[src/cln_pkg.sv]
// Shared types, codes and the init pin-state table for the LCD nibble writer.
`timescale 1ns / 1ps
package cln_pkg;

   typedef enum logic [1:0] {
      CMD_INIT   = 2'd0,
      CMD_WRITE  = 2'd1,
      CMD_DATA   = 2'd2,
      CMD_CURSOR = 2'd3
   } command_type;

   localparam int unsigned INIT_LEN    = 35;
   localparam int unsigned BYTE_LEN    = 5;
   localparam int unsigned STEP_W      = $clog2(INIT_LEN);
   localparam logic [5:0]  CURSOR_COLS = 6'd40;
   localparam logic [7:0]  CMD_HOLD    = 8'd249;

   // One pin state without the register select level.
   typedef struct packed {
      logic       en;
      logic [3:0] nib;
      logic [7:0] hold;
   } pin_type;

   // Wake-up nibbles, then 0x28, 0x0E, 0x01, 0x06, 0x80 as byte writes.
   localparam pin_type INIT_ROM [INIT_LEN] = '{
      '{1'b0, 4'h3, 8'd39}, '{1'b1, 4'h3, 8'd0}, '{1'b0, 4'h3, 8'd4},
      '{1'b1, 4'h3, 8'd0},  '{1'b0, 4'h3, 8'd4}, '{1'b1, 4'h3, 8'd0},
      '{1'b0, 4'h3, 8'd1},  '{1'b0, 4'h2, 8'd0}, '{1'b1, 4'h2, 8'd0},
      '{1'b0, 4'h2, 8'd0},
      '{1'b0, 4'h2, 8'd0}, '{1'b1, 4'h2, 8'd1}, '{1'b0, 4'h8, 8'd0},
      '{1'b1, 4'h8, 8'd1}, '{1'b0, 4'h8, 8'd249},
      '{1'b0, 4'h0, 8'd0}, '{1'b1, 4'h0, 8'd1}, '{1'b0, 4'hE, 8'd0},
      '{1'b1, 4'hE, 8'd1}, '{1'b0, 4'hE, 8'd249},
      '{1'b0, 4'h0, 8'd0}, '{1'b1, 4'h0, 8'd1}, '{1'b0, 4'h1, 8'd0},
      '{1'b1, 4'h1, 8'd1}, '{1'b0, 4'h1, 8'd249},
      '{1'b0, 4'h0, 8'd0}, '{1'b1, 4'h0, 8'd1}, '{1'b0, 4'h6, 8'd0},
      '{1'b1, 4'h6, 8'd1}, '{1'b0, 4'h6, 8'd249},
      '{1'b0, 4'h8, 8'd0}, '{1'b1, 4'h8, 8'd1}, '{1'b0, 4'h0, 8'd0},
      '{1'b1, 4'h0, 8'd1}, '{1'b0, 4'h0, 8'd249}
   };

   // Five-state byte write: high nibble strobe, then low nibble strobe.
   function automatic pin_type byte_pin(input logic [2:0] k, input logic [7:0] b,
                                        input logic [7:0] final_hold);
      pin_type p;
      case (k)
         3'd0:    p = '{1'b0, b[7:4], 8'd0};
         3'd1:    p = '{1'b1, b[7:4], 8'd1};
         3'd2:    p = '{1'b0, b[3:0], 8'd0};
         3'd3:    p = '{1'b1, b[3:0], 8'd1};
         default: p = '{1'b0, b[3:0], final_hold};
      endcase
      return p;
   endfunction

   typedef struct packed {
      logic load;
      logic issue;
   } ctrl_cmd_type;

   typedef struct packed {
      logic skip;
      logic final_step;
      logic slot_free;
   } dp_stat_type;

endpackage

[src/cln_if.sv]
// Request and response channel interfaces for the LCD nibble writer.
`timescale 1ns / 1ps
interface cln_req_if;
   logic       valid;
   logic       ready;
   logic [1:0] command;
   logic [7:0] byte_value;
   logic [5:0] column;
   logic       row;
   modport source (output valid, command, byte_value, column, row, input ready);
   modport sink   (input valid, command, byte_value, column, row, output ready);
endinterface

interface cln_rsp_if;
   logic       valid;
   logic       ready;
   logic       reg_select;
   logic       enable_pin;
   logic [3:0] nibble;
   logic [7:0] hold_units;
   logic       last;
   modport source (output valid, reg_select, enable_pin, nibble, hold_units, last,
                   input ready);
   modport sink   (input valid, reg_select, enable_pin, nibble, hold_units, last,
                   output ready);
endinterface

[src/cln_ctrl.sv]
// Controller: sequences one request at a time through the datapath.
`timescale 1ns / 1ps
module cln_ctrl import cln_pkg::*; (
   input  logic         clock,
   input  logic         reset,
   input  logic         req_valid,
   output logic         req_ready,
   input  dp_stat_type  stat,
   output ctrl_cmd_type cmd
);

   typedef enum logic {IDLE, RUN} state_type;
   state_type state_ff, state_in;

   assign req_ready = (state_ff == IDLE);
   assign cmd.load  = req_valid && req_ready && !stat.skip;
   assign cmd.issue = (state_ff == RUN) && stat.slot_free;

   always_comb begin
      state_in = state_ff;
      case (state_ff)
         IDLE: begin
            if (cmd.load) state_in = RUN;
         end
         RUN: begin
            // drop back once the final pin state goes into the output register
            if (cmd.issue && stat.final_step) state_in = IDLE;
         end
         default: state_in = IDLE;
      endcase
   end

   always_ff @(posedge clock) begin
      if (reset) begin
         state_ff <= IDLE;
      end else begin
         state_ff <= state_in;
      end
   end

endmodule

[src/cln_dp.sv]
// Datapath: request latch, step counter and the output word register.
`timescale 1ns / 1ps
module cln_dp import cln_pkg::*; (
   input  logic         clock,
   input  logic         reset,
   input  logic [1:0]   command,
   input  logic [7:0]   byte_value,
   input  logic [5:0]   column,
   input  logic         row,
   input  ctrl_cmd_type cmd,
   output dp_stat_type  stat,
   input  logic         rsp_ready,
   output logic         rsp_valid,
   output logic         rsp_reg_select,
   output logic         rsp_enable_pin,
   output logic [3:0]   rsp_nibble,
   output logic [7:0]   rsp_hold_units,
   output logic         rsp_last
);

   logic              init_ff, rs_ff;
   logic [7:0]        byte_ff;
   logic [STEP_W-1:0] step_ff;
   logic              valid_ff, valid_in;
   logic              rs_out_ff, last_out_ff;
   pin_type           pin_out_ff, pin_in;
   logic [7:0]        load_byte;

   assign stat.skip       = (command_type'(command) == CMD_CURSOR) && (column >= CURSOR_COLS);
   assign stat.final_step = init_ff ? (step_ff == STEP_W'(INIT_LEN - 1))
                                    : (step_ff == STEP_W'(BYTE_LEN - 1));
   assign stat.slot_free  = !valid_ff || rsp_ready;

   assign load_byte = (command_type'(command) == CMD_CURSOR) ? {1'b1, row, column}
                                                            : byte_value;

   always_comb begin
      if (init_ff) begin
         pin_in = INIT_ROM[step_ff];
      end else begin
         pin_in = byte_pin(step_ff[2:0], byte_ff, 8'd0);
      end
   end

   always_comb begin
      valid_in = valid_ff;
      if (cmd.issue) begin
         valid_in = 1'b1;
      end else if (rsp_ready) begin
         valid_in = 1'b0;
      end
   end

   always_ff @(posedge clock) begin
      if (reset) begin
         valid_ff <= 1'b0;
      end else begin
         valid_ff <= valid_in;
      end
   end

   always_ff @(posedge clock) begin
      if (cmd.load) begin
         init_ff <= (command_type'(command) == CMD_INIT);
         rs_ff   <= (command_type'(command) == CMD_DATA);
         byte_ff <= load_byte;
         step_ff <= '0;
      end else if (cmd.issue) begin
         step_ff <= step_ff + STEP_W'(1);
      end
      if (cmd.issue) begin
         pin_out_ff  <= pin_in;
         rs_out_ff   <= rs_ff && !init_ff;
         last_out_ff <= stat.final_step;
      end
   end

   assign rsp_valid      = valid_ff;
   assign rsp_reg_select = rs_out_ff;
   assign rsp_enable_pin = pin_out_ff.en;
   assign rsp_nibble     = pin_out_ff.nib;
   assign rsp_hold_units = pin_out_ff.hold;
   assign rsp_last       = last_out_ff;

endmodule

[src/char_lcd_nibble_writer.sv]
// Character LCD 4-bit bus writer: top level joining controller and datapath.
// After a request is accepted, the controller enters RUN and the first pin state is
// loaded into the output register once a slot is free. Throughput: one pin state per
// cycle while the response side is ready; an init issues 35 words and a byte write 5,
// and the next request is taken only after the last word; an out-of-range cursor issues none.
// Synchronous active-high reset clears the controller and the output valid flag.
`timescale 1ns / 1ps
module char_lcd_nibble_writer import cln_pkg::*; (
   input logic    clock,
   input logic    reset,
   cln_req_if.sink   req_ch,
   cln_rsp_if.source rsp_ch
);

   ctrl_cmd_type cmd;
   dp_stat_type  stat;

   cln_ctrl u_ctrl (
      .clock     (clock),
      .reset     (reset),
      .req_valid (req_ch.valid),
      .req_ready (req_ch.ready),
      .stat      (stat),
      .cmd       (cmd)
   );

   cln_dp u_dp (
      .clock          (clock),
      .reset          (reset),
      .command        (req_ch.command),
      .byte_value     (req_ch.byte_value),
      .column         (req_ch.column),
      .row            (req_ch.row),
      .cmd            (cmd),
      .stat           (stat),
      .rsp_ready      (rsp_ch.ready),
      .rsp_valid      (rsp_ch.valid),
      .rsp_reg_select (rsp_ch.reg_select),
      .rsp_enable_pin (rsp_ch.enable_pin),
      .rsp_nibble     (rsp_ch.nibble),
      .rsp_hold_units (rsp_ch.hold_units),
      .rsp_last       (rsp_ch.last)
   );

   a_last_enable_low: assert property (@(posedge clock) disable iff (reset)
      rsp_ch.valid && rsp_ch.last |-> !rsp_ch.enable_pin)
      else $error("last word has enable high");

   a_strobe_hold: assert property (@(posedge clock) disable iff (reset)
      rsp_ch.valid && rsp_ch.enable_pin |-> rsp_ch.hold_units <= 8'd1)
      else $error("enable strobe held too long");

   a_no_issue_idle: assert property (@(posedge clock) disable iff (reset)
      req_ch.ready |-> !cmd.issue)
      else $error("word issued while idle");

   a_load_then_issue: assert property (@(posedge clock) disable iff (reset)
      cmd.load && stat.slot_free |-> ##2 rsp_ch.valid)
      else $error("accepted request produced no word");

endmodule
[src/flat_wrapper.sv]
// flat-port wrapper written by rule: the top's interface ports become plain ports
module char_lcd_nibble_writer_flat import cln_pkg::*;
  (clock, reset, req_ch_valid, req_ch_command, req_ch_byte_value, req_ch_column, req_ch_row, req_ch_ready, rsp_ch_valid, rsp_ch_reg_select, rsp_ch_enable_pin, rsp_ch_nibble, rsp_ch_hold_units, rsp_ch_last, rsp_ch_ready);
  cln_req_if req_ch_i ();
  cln_rsp_if rsp_ch_i ();
  input logic clock;
  input logic reset;
  input wire logic [$bits(req_ch_i.valid)-1:0] req_ch_valid;
  input wire logic [$bits(req_ch_i.command)-1:0] req_ch_command;
  input wire logic [$bits(req_ch_i.byte_value)-1:0] req_ch_byte_value;
  input wire logic [$bits(req_ch_i.column)-1:0] req_ch_column;
  input wire logic [$bits(req_ch_i.row)-1:0] req_ch_row;
  output wire logic [$bits(req_ch_i.ready)-1:0] req_ch_ready;
  output wire logic [$bits(rsp_ch_i.valid)-1:0] rsp_ch_valid;
  output wire logic [$bits(rsp_ch_i.reg_select)-1:0] rsp_ch_reg_select;
  output wire logic [$bits(rsp_ch_i.enable_pin)-1:0] rsp_ch_enable_pin;
  output wire logic [$bits(rsp_ch_i.nibble)-1:0] rsp_ch_nibble;
  output wire logic [$bits(rsp_ch_i.hold_units)-1:0] rsp_ch_hold_units;
  output wire logic [$bits(rsp_ch_i.last)-1:0] rsp_ch_last;
  input wire logic [$bits(rsp_ch_i.ready)-1:0] rsp_ch_ready;
  assign req_ch_i.valid = req_ch_valid;
  assign req_ch_i.command = req_ch_command;
  assign req_ch_i.byte_value = req_ch_byte_value;
  assign req_ch_i.column = req_ch_column;
  assign req_ch_i.row = req_ch_row;
  assign req_ch_ready = req_ch_i.ready;
  assign rsp_ch_valid = rsp_ch_i.valid;
  assign rsp_ch_reg_select = rsp_ch_i.reg_select;
  assign rsp_ch_enable_pin = rsp_ch_i.enable_pin;
  assign rsp_ch_nibble = rsp_ch_i.nibble;
  assign rsp_ch_hold_units = rsp_ch_i.hold_units;
  assign rsp_ch_last = rsp_ch_i.last;
  assign rsp_ch_i.ready = rsp_ch_ready;
  char_lcd_nibble_writer u_core (.clock(clock), .reset(reset), .req_ch(req_ch_i), .rsp_ch(rsp_ch_i));
endmodule
[config.mk]
export PLATFORM = sky130hd
export DESIGN_NAME = char_lcd_nibble_writer_flat
export DESIGN_NICKNAME = d
export VERILOG_FILES = /design/src/cln_pkg.sv /design/src/cln_if.sv /design/src/cln_ctrl.sv /design/src/cln_dp.sv /design/src/char_lcd_nibble_writer.sv /design/src/flat_wrapper.sv
export SDC_FILE = /design/constraint.sdc
export NUM_CORES = 1
export LEC_CHECK = 0
export BUFFER_PORTS_ARGS = -buffer_cell sky130_fd_sc_hd__buf_2
export CAP_MARGIN = 20
export CORE_UTILIZATION = 58
export CTS_CLUSTER_SIZE = 28
export DETAILED_ROUTE_END_ITERATION = 8
export GPL_TIMING_DRIVEN = 1
export PLACE_DENSITY = 0.93
export SYNTH_ARGS = -nofsm -noshare
export SYNTH_HDL_FRONTEND = slang
export SYNTH_SLANG_ARGS = --single-unit
[constraint.sdc]
create_clock -name clock -period 3.2 [get_ports clock]
set_input_delay 0.32 -clock clock [delete_from_list [all_inputs] [get_ports clock]]
set_output_delay 0.32 -clock clock [all_outputs]
set_load 0.02 [all_outputs]
======== Yosys cells after proc, flatten, opt, wreduce, memory -nomap -nowiden ========
Memory sizes are Yosys's and may differ from the RTL's.
Cells that the tools add are included.
cells by class
  order comparisons ....................... 2
  reduce and logical (&&, ||, !) cells .... 13
  bitwise logic cells ..................... 2
  add/subtract/negate cells ............... 1
  muxes and demuxes ....................... 11
  equal/unequal tests ..................... 6
operators with widths
  kind                 number
  $mux 13              3
  $pmux 13 s3          1
  $ge 7x7->1 const B   1
  $mux 7               1
  $not 6->7            1
  $add 6x1->6 const B  1
  $eq 6x3->1 const B   1
  $eq 6x6->1 const B   1
  $ge 6x6->1 const B   1
  $logic_and 1x1->1    6
  $mux 1               5
  $eq 2x2->1 const B   2
  $eq 3x1->1 const B   1
  $eq 3x2->1 const B   1
  $logic_not 1->1      3
  $logic_not 3->1      1
  $logic_not 2->1      1
  $pmux 1 s2           1
  $reduce_bool 2->1    1
  $logic_or 1x1->1     1
  $not 1->1            1
storage, ports and cells
  logic and storage cells ................. 48
  memories ................................ 1
  register bits after elaboration ......... 33
  input port bits ......................... 21
  ROM bits ................................ 832
memories
  memory           depth  bits a word  read ports  clocked after Yosys merged registers in  write ports  line          text
  (no name shown)  64     13           1           0                                        0            cln_dp.sv:39  pin_in = INIT_ROM[step_ff];

======== Depth between registers and ports, before layout ========
Gate-level depths: netlist of run 1.
  word-level depth ........................ 6
  depth in mapped cells ................... 7
  gate-level depth less buffers ........... 6

======== Cells and area by module ========
A second synthesis of run 1 with hierarchy kept.
second synthesis, totals
  cell total of the unflattened synthesis .. 162
  area, all modules ....................... 1751.7 µm²
by module, submodules not included
  module    times used  area each (µm²)  cells each
  cln_dp    1           1690.4           156
  cln_ctrl  1           61.3             6

======== Least setup slack after synthesis of run 1 ========
Ideal clock, no wire load.
  path type ............................... register to register
  start ................................... register u_core.u_dp.step_ff[0]
  end ..................................... register u_core.u_dp.pin_out_ff, in the netlist u_core.u_dp.rsp_hold_units[0] (data pin)
  stages on the path, launching flop included .. 7
  required time ........................... 2.931 ns
  slack ................................... 1.158 ns
  clock period less this slack ............ 2.042 ns
  library setup time ...................... 0.269 ns
  buffers on the path ..................... 1
  data arrival time ....................... 1.773 ns
  cell sequence ........................... dfxtp_1 clkbuf_1 inv_1 ha_1 mux4_2 nand2b_1 a31oi_1
RTL lines
  item                      line          text
  start: declaration        cln_dp.sv:23  logic [STEP_W-1:0] step_ff;
  start signal: assignment  cln_dp.sv:69  step_ff <= step_ff + STEP_W'(1);
  end signal: assignment    cln_dp.sv:72  pin_out_ff <= pin_in;
  end: declaration          cln_dp.sv:26  pin_type pin_out_ff, pin_in;

==> key figures, run 1 <==
Die
  • Rows: 19
  • Chip Height: 56.66 um
  • Die area: 3210 sq um
  • Core area: 2805 sq um
  • Die width: 56.66 um
  • Starting Density: 61.78%
  • Top Ports: 38

Clocking
  • TritonCTS clock tree: yes
  • Root buf cell: clkbuf_4
  • Clock-pin slew on the worst setup and hold paths: 0.08 ns
  • Skew-Pair Late Insertion Delay: 0.34 ns
  • CTS Buf Count: 5
  • Post-CTS setup buffers: 0
  • Post-CTS Resized: 0
  • Clock Sinks: 30
  • H-Tree Depth: 2
  • Hold buffers post-CTS: 0
  • Clock Path Buffers: 2

Critical path
  • R2r setup slk: 1.06 ns
  • Arrival @ worst endpoint: 2.20 ns
  • Startpoint Class: register
  • CP Capture Type: register
  • RR Startpoint: u_core.u_dp.step_ff[0]
  • FF-to-FF path depth: 5
  • Reg-to-reg endpoint: u_core.u_dp.rsp_hold_units[0]
  • Crit Path Category: register to register
  • WP data required: 3.26 ns
  • Critical path peak fanout: 12

Status
  • Failing checks: DRC
  • Status: finished, violations left

Timing
  • Max Slew Vio Count: 0
  • Final hold violation count: 0
  • Setup TNS: 0 ns
  • Worst hold slack: 0.1553 ns
  • Final Cycle Share: 66.99%
  • Clock skew: 0.02474 ns
  • Worst relative slew slack: 49.22%
  • RSZ-0062 raised after global routing: no
  • Final min period: 2.144 ns
  • Setup violators final: 0
  • Slew @ Worst Pin: 0.7606 ns
  • FMAX: 0.4665 GHz

Yosys
  • Asr flop ratio synth: 0%
  • Synthesis-stage register bit count: 30
  • Yosys cell types: 45
  • Avg Inst Size Synth: 10.97 sq um
  • Synth Flop Type: edfxtp_1
  • Mapped cell area: 1733 sq um
  • Seq/Total Area, Yosys: 47.36%
  • Mapped Nets: 187
  • Post-synth EDFFs: 22
  • Synth warn: 0
  • Mapped Cells: 158

Cells and area
  • Final Util: 69.94%
  • Synthesis-to-layout area growth: 13.21%
  • Layout cell share with drive strength beyond 1: 30.00%
  • Number of diodes: 0
  • Fillcell total: 212
  • Net count, final: 218

Routing
  • Via count: 1,332
  • Vias per Instance: 6.027
  • Drt pass-1 iters: 7
  • Wire per inst: 15.73 um
  • Final WL: 3476 um
  • Residual DRC: 4
  • Final ANT Viol Nets: 0
  • 1st-iter DRT viols: 52

Pwr
  • Total Power: 1.066 mW
  • P_leak: 0.8018 nW
  • VDD IR max: 0.3593 mV
  • PwrDens: 543.3 nW/um^2

GRT
  • Initial antenna violation count: 0
  • Gr usage total: 24.06%
  • Gr ovfl total: 0
  • Vias in the first global route: 1,290
  • Pin count of the biggest net entering global routing: 21
  • Global-route wire length before repair: 5761 um

Min path
  • Min-delay worst type: input pin to register
  • Hold_sp: reset
  • Hold Path Stages: 2
  • Worst hold path endpoint: u_core.u_dp.rsp_valid

Placed design
  • Post-DP HPWL: 2423 um
  • Gp weighted congestion: 0.8892
  • IO buf count: 37

Run
  • Max Cap Viol: 0
power breakdown:
| part | leakage, nW | internal, mW | switching, mW | total (mW) |
|---|---|---|---|---|
| Clock | 0.0399 | 0.163 | 0.127 | 0.290 |
| Combinational | 0.487 | 0.121 | 0.156 | 0.277 |
| Sequential | 0.275 | 0.462 | 0.0363 | 0.499 |
| Total | 0.802 | 0.746 | 0.320 | 1.07 |
Yosys cell counts, types with 2 or more instances:
master / instances / share of area, %
nor2_1: 10 / 2.2
edfxtp_1: 22 / 38
inv_1: 6 / 1.3
o21ba_2: 2 / 1.2
ha_1: 8 / 5.8
buf_2: 2 / 0.58
nor2b_1: 6 / 2.2
o32a_1: 2 / 1.2
buf_4: 3 / 1.3
nand3_1: 3 / 0.87
o211a_1: 2 / 1.2
nand2b_1: 6 / 2.2
o22ai_1: 4 / 1.4
mux2_2: 7 / 4.5
mux2i_1: 2 / 1.2
xnor2_1: 3 / 1.5
o221ai_1: 2 / 1.0
xor2_1: 2 / 1.0
a22oi_1: 4 / 1.7
dfxtp_1: 8 / 9.2
and3_1: 2 / 0.72
clkbuf_1: 7 / 1.5
a31oi_1: 3 / 1.1
a21oi_1: 8 / 2.3
o21ai_0: 5 / 1.4
nand2_1: 10 / 2.2
flip-flops by register name, indices dropped and copies added, names as in the netlist:
register                    cells
u_core.u_dp.rs_ff               1
u_core.u_dp.rsp_valid           1
u_core.u_dp.rsp_hold_units      5
u_core.u_dp.step_ff             6
u_core.u_dp.rsp_reg_select      1
u_core.u_dp.rsp_nibble          4
u_core.u_ctrl.state_ff          1
u_core.u_dp.rsp_last            1
u_core.u_dp.byte_ff             8
u_core.u_dp.init_ff             1
u_core.u_dp.rsp_enable_pin      1
logic make-up after synthesis:
group	share of synthesized area, %
adders and majority gates	5.776
muxes	7.004
buffers and inverters	5.343
and+or+nand+nor	14.01
xor gates and xnor gates	2.528
AOI/OAI and AO/OA	17.98
DFF	47.36
per-stage QoR:
stage	cell area [sq um]	setup WS, ns	std cells
floorplan	1733	1.158	158
global placement	1887	1.180	213
detailed placement	1887	1.081	213
CTS	1962	1.059	221
global route	1962	0.9416	221
finish	1962	1.056	221
critical path, stage by stage, from the launching register on:
cell and delay [ns]:
dfxtp_1 0.61, inv_1 0.23, ha_1 0.39, mux4_2 0.48, nand2b_1 0.09, a31oi_1 0.08
layout make-up:
class	instances	area, sq um	area share, %
Clock buffer	6	41.29	2.105
Timing Repair Buffer	37	185.2	9.439
Inverter	6	22.52	1.148
Multi-Input combinational cell	109	819.5	41.77
Sequential cell	30	820.8	41.84
Clock inverter	2	33.78	1.722
Tap cell	31	38.79	1.977
worst max-delay path by stage:
stage	end	depth (start not counted)	start	slack (ns)
2_1_floorplan	u_core.u_dp.rsp_hold_units[0]	6	u_core.u_dp.step_ff[0]	1.16
3_3_place_gp	u_core.u_dp.rsp_hold_units[0]	5	u_core.u_dp.step_ff[0]	1.18
3_5_place_dp	u_core.u_dp.rsp_hold_units[0]	5	u_core.u_dp.step_ff[0]	1.08
4_1_cts	u_core.u_dp.rsp_hold_units[0]	5	u_core.u_dp.step_ff[0]	1.06
5_1_grt	u_core.u_dp.rsp_hold_units[0]	5	u_core.u_dp.step_ff[0]	0.94
6_report	u_core.u_dp.rsp_hold_units[0]	5	u_core.u_dp.step_ff[0]	1.06
layer usage:
layer | wire, um | global-route usage (%) | up-vias
li1 | - | - | 643
met1 | 1399 | 29.00 | 608
met2 | 1765 | 38.95 | 72
met3 | 244 | 8.525 | 9
met4 | 67 | 10.00 | 0
met5 | 0 | 0 | -
layout by cell type (no fill, tap or decap), types with 7 or more instances in the layout:
cell,synthesis,layout
buf_2,2,37
edfxtp_1,22,22
nand2_1,10,10
nor2_1,10,10
a21oi_1,8,8
ha_1,8,8
dfxtp_1,8,8
mux2_2,7,7
No activity file was read; power rests on OpenSTA's default activity.
==> run 2: changes to the inputs <==
--- a/config.mk
+++ b/config.mk
@@ -5,13 +5,14 @@
 export SDC_FILE = /design/constraint.sdc
 export NUM_CORES = 1
 export LEC_CHECK = 0
+export ABC_AREA = 1
 export BUFFER_PORTS_ARGS = -buffer_cell sky130_fd_sc_hd__buf_2
 export CAP_MARGIN = 20
-export CORE_UTILIZATION = 58
+export CORE_UTILIZATION = 54
 export CTS_CLUSTER_SIZE = 28
 export DETAILED_ROUTE_END_ITERATION = 8
 export GPL_TIMING_DRIVEN = 1
-export PLACE_DENSITY = 0.93
+export PLACE_DENSITY = 0.88
 export SYNTH_ARGS = -nofsm -noshare
 export SYNTH_HDL_FRONTEND = slang
 export SYNTH_SLANG_ARGS = --single-unit
==> constraint.sdc (replaced) <==
create_clock -name clock -period 2.2 [get_ports clock]
set_input_delay 0.22 -clock clock [delete_from_list [all_inputs] [get_ports clock]]
set_output_delay 0.22 -clock clock [all_outputs]
set_load 0.02 [all_outputs]
==> key figures, run 2 <==
Yosys
  • Post-synth top cells: 61 x nand2_1, 25 x inv_1, 22 x edfxtp_1
  • Synthesis-stage register bit count: 30
  • Area contributors post-synth: edfxtp_1 37%, nand2_1 13%, dfxtp_1 9.0%, ha_1 5.6%, inv_1 5.2%
  • Top-count cell post-synth: nand2_1
  • Avg Inst Size Synth: 8.170 sq um
  • Mapped cell area: 1789 sq um
  • Yosys top cell area share: 36.92%
  • Mapped Nets: 248
  • Synth Flop Type: edfxtp_1
  • Synth warn: 0
  • Asr flop ratio synth: 0%
  • Largest area contributor in the netlist: edfxtp_1
  • Post-synth EDFFs: 22
  • Seq/Total Area, Yosys: 45.87%
  • Mapped Cells: 219
  • Yosys cell types: 30

Critical path
  • Startpoint Class: register
  • RR Startpoint: u_core.u_dp.step_ff[0]
  • Reg-to-reg endpoint: u_core.u_dp.rsp_hold_units[0]
  • CP Capture Type: register
  • R2r setup slk: 0.39 ns
  • Arrival @ worst endpoint: 1.91 ns
  • FF-to-FF path depth: 8
  • Setup crit end: u_core.u_dp.rsp_hold_units[0]
  • Crit Path Category: register to register
  • Critical Path Start: u_core.u_dp.step_ff[0]
  • Critical path peak fanout: 8
  • WP data required: 2.29 ns

Routing
  • Via count: 1,539
  • 1st-iter DRT viols: 70
  • Residual DRC: 0
  • Final WL: 3485 um
  • Vias per Instance: 5.079
  • Final ANT Viol Nets: 0
  • Drt pass-1 iters: 4
  • Wire per inst: 11.50 um

Clocking
  • Post-CTS setup buffers: 0
  • Hold buffers post-CTS: 0
  • Clock Sinks: 30
  • Root buf cell: clkbuf_4
  • TritonCTS clock tree: yes
  • Skew-Pair Late Insertion Delay: 0.34 ns
  • H-Tree Depth: 2
  • Clock-pin slew on the worst setup and hold paths: 0.09 ns
  • Clock Path Buffers: 2
  • Post-CTS Resized: 0
  • CTS Buf Count: 5

Cells and area
  • Commonest non-fill, non-tap cells in the layout: 61 x nand2_1, 37 x buf_2, 25 x inv_1
  • Number of diodes: 0
  • Most common cell after layout, fill and taps aside: nand2_1
  • Final instance count without filler cells: 303
  • Largest register FFs: 8
  • Finished Cell Area: 2041 sq um
  • Net count, final: 287
  • Layout cell share with drive strength beyond 1: 25.48%
  • Final Util: 65.77%
  • Fillcell total: 279
  • Synthesis-to-layout area growth: 14.06%
  • Reg with most FFs: u_core.u_dp.byte_ff

Placed design
  • IO buf count: 37
  • Post-DP HPWL: 2582 um
  • DP Area: 1987 sq um
  • Inst Count DP: 295
  • Gp weighted congestion: 0.9364

Pwr
  • P_leak: 0.9792 nW
  • VDD IR max: 0.4350 mV
  • PwrDens: 665.2 nW/um^2

Timing
  • FMAX: 0.5513 GHz
  • Clock skew: 0.005022 ns
  • Final min period: 1.814 ns
  • Final Cycle Share: 82.45%
  • Slew @ Worst Pin: 0.5665 ns
  • Worst hold slack: 0.02898 ns
  • Setup violators final: 0
  • RSZ-0062 raised after global routing: no
  • Final hold violation count: 0
  • Worst relative slew slack: 62.19%
  • Setup TNS: 0 ns
  • Max Slew Vio Count: 0

GRT
  • Gr ovfl total: 0
  • Pin count of the biggest net entering global routing: 16
  • Gr usage total: 22.59%
  • Initial antenna violation count: 0
  • Global-route wire length before repair: 5706 um
  • Vias in the first global route: 1,301

Min path
  • Min-delay worst type: input pin to register
  • Hold_sp: reset

Die
  • Core area: 3103 sq um
  • Starting Density: 57.66%
  • Top Ports: 38
  • Rows: 20
  • Die width: 59.56 um
  • Die area: 3547 sq um
  • Chip Height: 59.56 um

Status
  • Status: finished clean

Run
  • Max Cap Viol: 0
run 2: layer usage:
layer	vias to the layer above	share of wire [%]	track usage [%]
li1	788	-	-
met1	654	40	27.83
met2	86	46	34.83
met3	11	11	8.079
met4	0	2.8	11.63
met5	-	0	0
run 2: how the worst min path moves through the flow:
stage | depth (start not counted) | endpoint
2_1_floorplan | 1 | u_core.u_dp.rsp_valid
3_3_place_gp | 2 | u_core.u_dp.rsp_valid
3_5_place_dp | 2 | u_core.u_dp.rsp_valid
4_1_cts | 2 | u_core.u_dp.rsp_valid
5_1_grt | 2 | u_core.u_dp.rsp_valid
6_report | 2 | u_core.u_dp.rsp_valid
run 2: logic make-up (layout without fill, tap and decap cells):
group	Yosys count	in the layout	share of synthesized area [%]
AOI/OAI and AO/OA	33	33	10.21
xor gates and xnor gates	1	1	0.4896
adders and majority gates	8	8	5.595
buffers and inverters	37	77	9.720
DFF	30	30	45.87
and+or+nand+nor	110	110	28.11
run 2: power by group:
part           internal, mW  switching [mW]  leakage (nW)
clock                 0.118           0.196        0.0286
combinational         0.122           0.223         0.674
sequential            0.669          0.0296         0.276
run 2: metrics by stage:
step / total power, mW / setup WS (ns)
3_3_place_gp: 1.044 / 0.4447
2_1_floorplan: 0.9619 / 0.6357
4_1_cts: 1.370 / 0.3867
6_report: 1.357 / 0.3861
5_1_grt: 1.448 / 0.2167
3_5_place_dp: 1.052 / 0.4086
run 2: cell type report:
class,count,area [sq um],share of cell area (%)
flip-flops and latches,30,820.8,40.22
multi-input cells,152,794.5,38.93
repair buffers,39,200.2,9.810
inverters,30,116.4,5.702
well taps,44,55.05,2.698
clock buffers,5,37.54,1.839
clock inverters,3,16.27,0.7971
run 2: worst max-delay path: stages (launching register included):
cell     delay (ns)
dfxtp_1        0.52
inv_1          0.21
ha_1           0.36
nand2_1        0.10
nand3_1        0.08
nand3_1        0.11
nand3_1        0.08
nand2_1        0.06
nand2_1        0.05
==> run 3: changes to the inputs <==
--- a/config.mk
+++ b/config.mk
@@ -8,11 +8,11 @@
 export ABC_AREA = 1
 export BUFFER_PORTS_ARGS = -buffer_cell sky130_fd_sc_hd__buf_2
 export CAP_MARGIN = 20
-export CORE_UTILIZATION = 54
+export CORE_UTILIZATION = 49
 export CTS_CLUSTER_SIZE = 28
 export DETAILED_ROUTE_END_ITERATION = 8
 export GPL_TIMING_DRIVEN = 1
-export PLACE_DENSITY = 0.88
+export PLACE_DENSITY = 0.85
 export SYNTH_ARGS = -nofsm -noshare
 export SYNTH_HDL_FRONTEND = slang
 export SYNTH_SLANG_ARGS = --single-unit
==> constraint.sdc (replaced) <==
create_clock -name clock -period 1.6 [get_ports clock]
set_input_delay 0.16 -clock clock [delete_from_list [all_inputs] [get_ports clock]]
set_output_delay 0.16 -clock clock [all_outputs]
set_load 0.02 [all_outputs]
==> key figures, run 3 (synthesis gave the netlist of run 2 again) <==
Critical path
  • Critical-path top delay cell: dfxtp_1
  • FF-to-FF path depth: 8
  • WP data required: 1.68 ns
  • Crit Path Category: register to register
  • Startpoint Class: register
  • CP max stage delay: 0.32 ns
  • CP Capture Type: register
  • RR Startpoint: u_core.u_dp.step_ff[0]
  • CP most frequent cell: o21ai_0
  • R2r setup slk: 0.09 ns
  • Crit path cell chain: buf_4, ha_2, inv_2, nor2_2, o21ai_0, o21ai_0, nand2_1, nand3_1
  • Arrival @ worst endpoint: 1.59 ns
  • Reg-to-reg endpoint: u_core.u_dp.rsp_nibble[1]
  • Critical path peak fanout: 7

Cells and area
  • Largest register FFs: 8
  • Reg with most FFs: u_core.u_dp.byte_ff
  • Most common cell after layout, fill and taps aside: nand2_1
  • Synthesis-to-layout area growth: 19.72%
  • Net count, final: 296
  • Finished Cell Area: 2142 sq um
  • Number of diodes: 0
  • Commonest non-fill, non-tap cells in the layout: 61 x nand2_1, 37 x buf_2, 22 x inv_1, 22 x edfxtp_1
  • Layout cell share with drive strength beyond 1: 29.85%

Timing
  • Worst relative slew slack: 72.32%
  • Setup violators final: 0
  • Setup TNS: 0 ns
  • Clock skew: 0.01490 ns
  • Final Cycle Share: 94.20%
  • Worst hold slack: 0.08887 ns
  • Max Slew Vio Count: 0
  • Final hold violation count: 0
  • Final min period: 1.507 ns
  • FMAX: 0.6635 GHz
  • PnR worst setup slack: 0.09276 ns
  • Slew @ Worst Pin: 0.4146 ns
  • RSZ-0062 raised after global routing: no

Clocking
  • Clock Path Buffers: 2
  • TritonCTS clock tree: yes
  • H-Tree Depth: 2
  • Skew-Pair Late Insertion Delay: 0.33 ns
  • Root buf cell: clkbuf_4
  • Clock Sinks: 30
  • CTS Buf Count: 5
  • Clock-pin slew on the worst setup and hold paths: 0.10 ns

Routing
  • Final ANT Viol Nets: 0
  • Via count: 1,620
  • Drt pass-1 iters: 4
  • Vias per Instance: 5.159
  • Final WL: 3639 um
  • Residual DRC: 0
  • Wire per inst: 11.59 um
  • 1st-iter DRT viols: 96

Min path
  • Worst hold path endpoint: u_core.u_dp.byte_ff[7]
  • Hold_sp: req_ch_byte_value[7]
  • Min-delay worst type: input pin to register
  • Hold Path Stages: 2

Run
  • Max Cap Viol: 0

GRT
  • Gr ovfl total: 0
  • Vias in the first global route: 1,543
  • Initial antenna violation count: 0
  • Gr usage total: 20.88%
  • Pin count of the biggest net entering global routing: 15
  • Global-route wire length before repair: 6458 um

Die
  • Die area: 3897 sq um
  • Top Ports: 38
  • Chip Height: 62.43 um
  • Core area: 3416 sq um
  • Starting Density: 52.38%
  • Die width: 62.43 um
  • Rows: 21

Pwr
  • Clock share of power: 21.7%
  • PwrDens: 890.8 nW/um^2
  • P_leak: 1.023 nW
  • Flop pwr share: 49.6%
  • Combinational Power Share: 28.8%
  • Sw Share: 31.64%
  • Total Power: 1.908 mW
  • Internal power consumption: 1.304 mW
  • VDD IR max: 0.4765 mV
  • Sw power: 603.8 uW

Placed design
  • DP Area: 2062 sq um
  • Post-DP HPWL: 2801 um
  • Gp weighted congestion: 0.9381
  • IO buf count: 37
  • Post-Place Setup Slack: 0.05580 ns

Status
  • Status: finished clean
==> run 3: changes by cell type in the layout (fill, tap and decap cells not counted), moves of 2 or more <==
cell,previous run,this run
inv_1,25,22
ha_1,8,5
buf_4,2,9
clkbuf_1,0,3
inv_2,3,6
ha_2,0,2
==> run 3: how the worst max path moves through the flow <==
stage	from	endpoint	slack [ns]	cells past startpoint
after floorplan	u_core.u_dp.step_ff[0]	u_core.u_dp.rsp_enable_pin	0.04	9
after global placement	u_core.u_dp.step_ff[0]	u_core.u_dp.rsp_nibble[3]	0.09	7
after detailed placement	u_core.u_dp.step_ff[1]	u_core.u_dp.rsp_nibble[1]	0.06	7
after CTS	u_core.u_dp.step_ff[1]	u_core.u_dp.rsp_hold_units[5]	0.04	8
after global routing	u_core.u_dp.step_ff[0]	u_core.u_dp.rsp_nibble[3]	0.01	7
final	u_core.u_dp.step_ff[0]	u_core.u_dp.rsp_nibble[1]	0.09	8
==> run 3: cell type report <==
cell class / count / area, sq um
sequential: 30 / 822.0
multi-input combinational: 152 / 814.5
tap: 46 / 57.56
inverter: 30 / 116.4
clock buffer: 8 / 48.80
timing repair buffer: 48 / 282.8
fill: 303 / 1274
==> run 3: per-stage QoR <==
stage | util [%] | cells
finish | 62.71 | 314
global route | 62.71 | 314
CTS | 62.09 | 314
detailed placement | 60.37 | 305
global placement | 60.37 | 305
floorplan | - | 219
==> run 3: what timing repair did <==
item,CTS,global route
hold endpoints to repair,1,0
setup buffers,0,0
gates resized for setup,0,9
setup endpoints to repair,0,7
hold buffers,1,0
==> run 3: layer usage <==
| layer | GRT usage (%) | wire length [um] | up-vias |
|---|---|---|---|
| met1 | 24.41 | 1526 | 728 |
| met3 | 4.745 | 245 | 9 |
| met4 | 8.430 | 40 | 0 |
| met5 | 0 | 0 | - |
| li1 | - | - | 807 |
| met2 | 36.68 | 1827 | 76 |
==> run 3: critical path, delay by kind of cell, from the launching register on <==
kind                       cells  cell delay [ns]
and+or+nand+nor                3             0.20
adders and majority gates      1             0.21
AOI/OAI and AO/OA              2             0.28
DFF                            1             0.32
buffers and inverters          2             0.25
==> run 3: power by group through the flow <==
stage               logic, mW  clock network, mW  registers [mW]
CTS                     0.528              0.422           0.945
global route            0.608              0.466           0.953
detailed placement      0.524                  0           0.963
finish                  0.549              0.413           0.946
floorplan               0.308                  0            1.02
global placement        0.515                  0           0.960
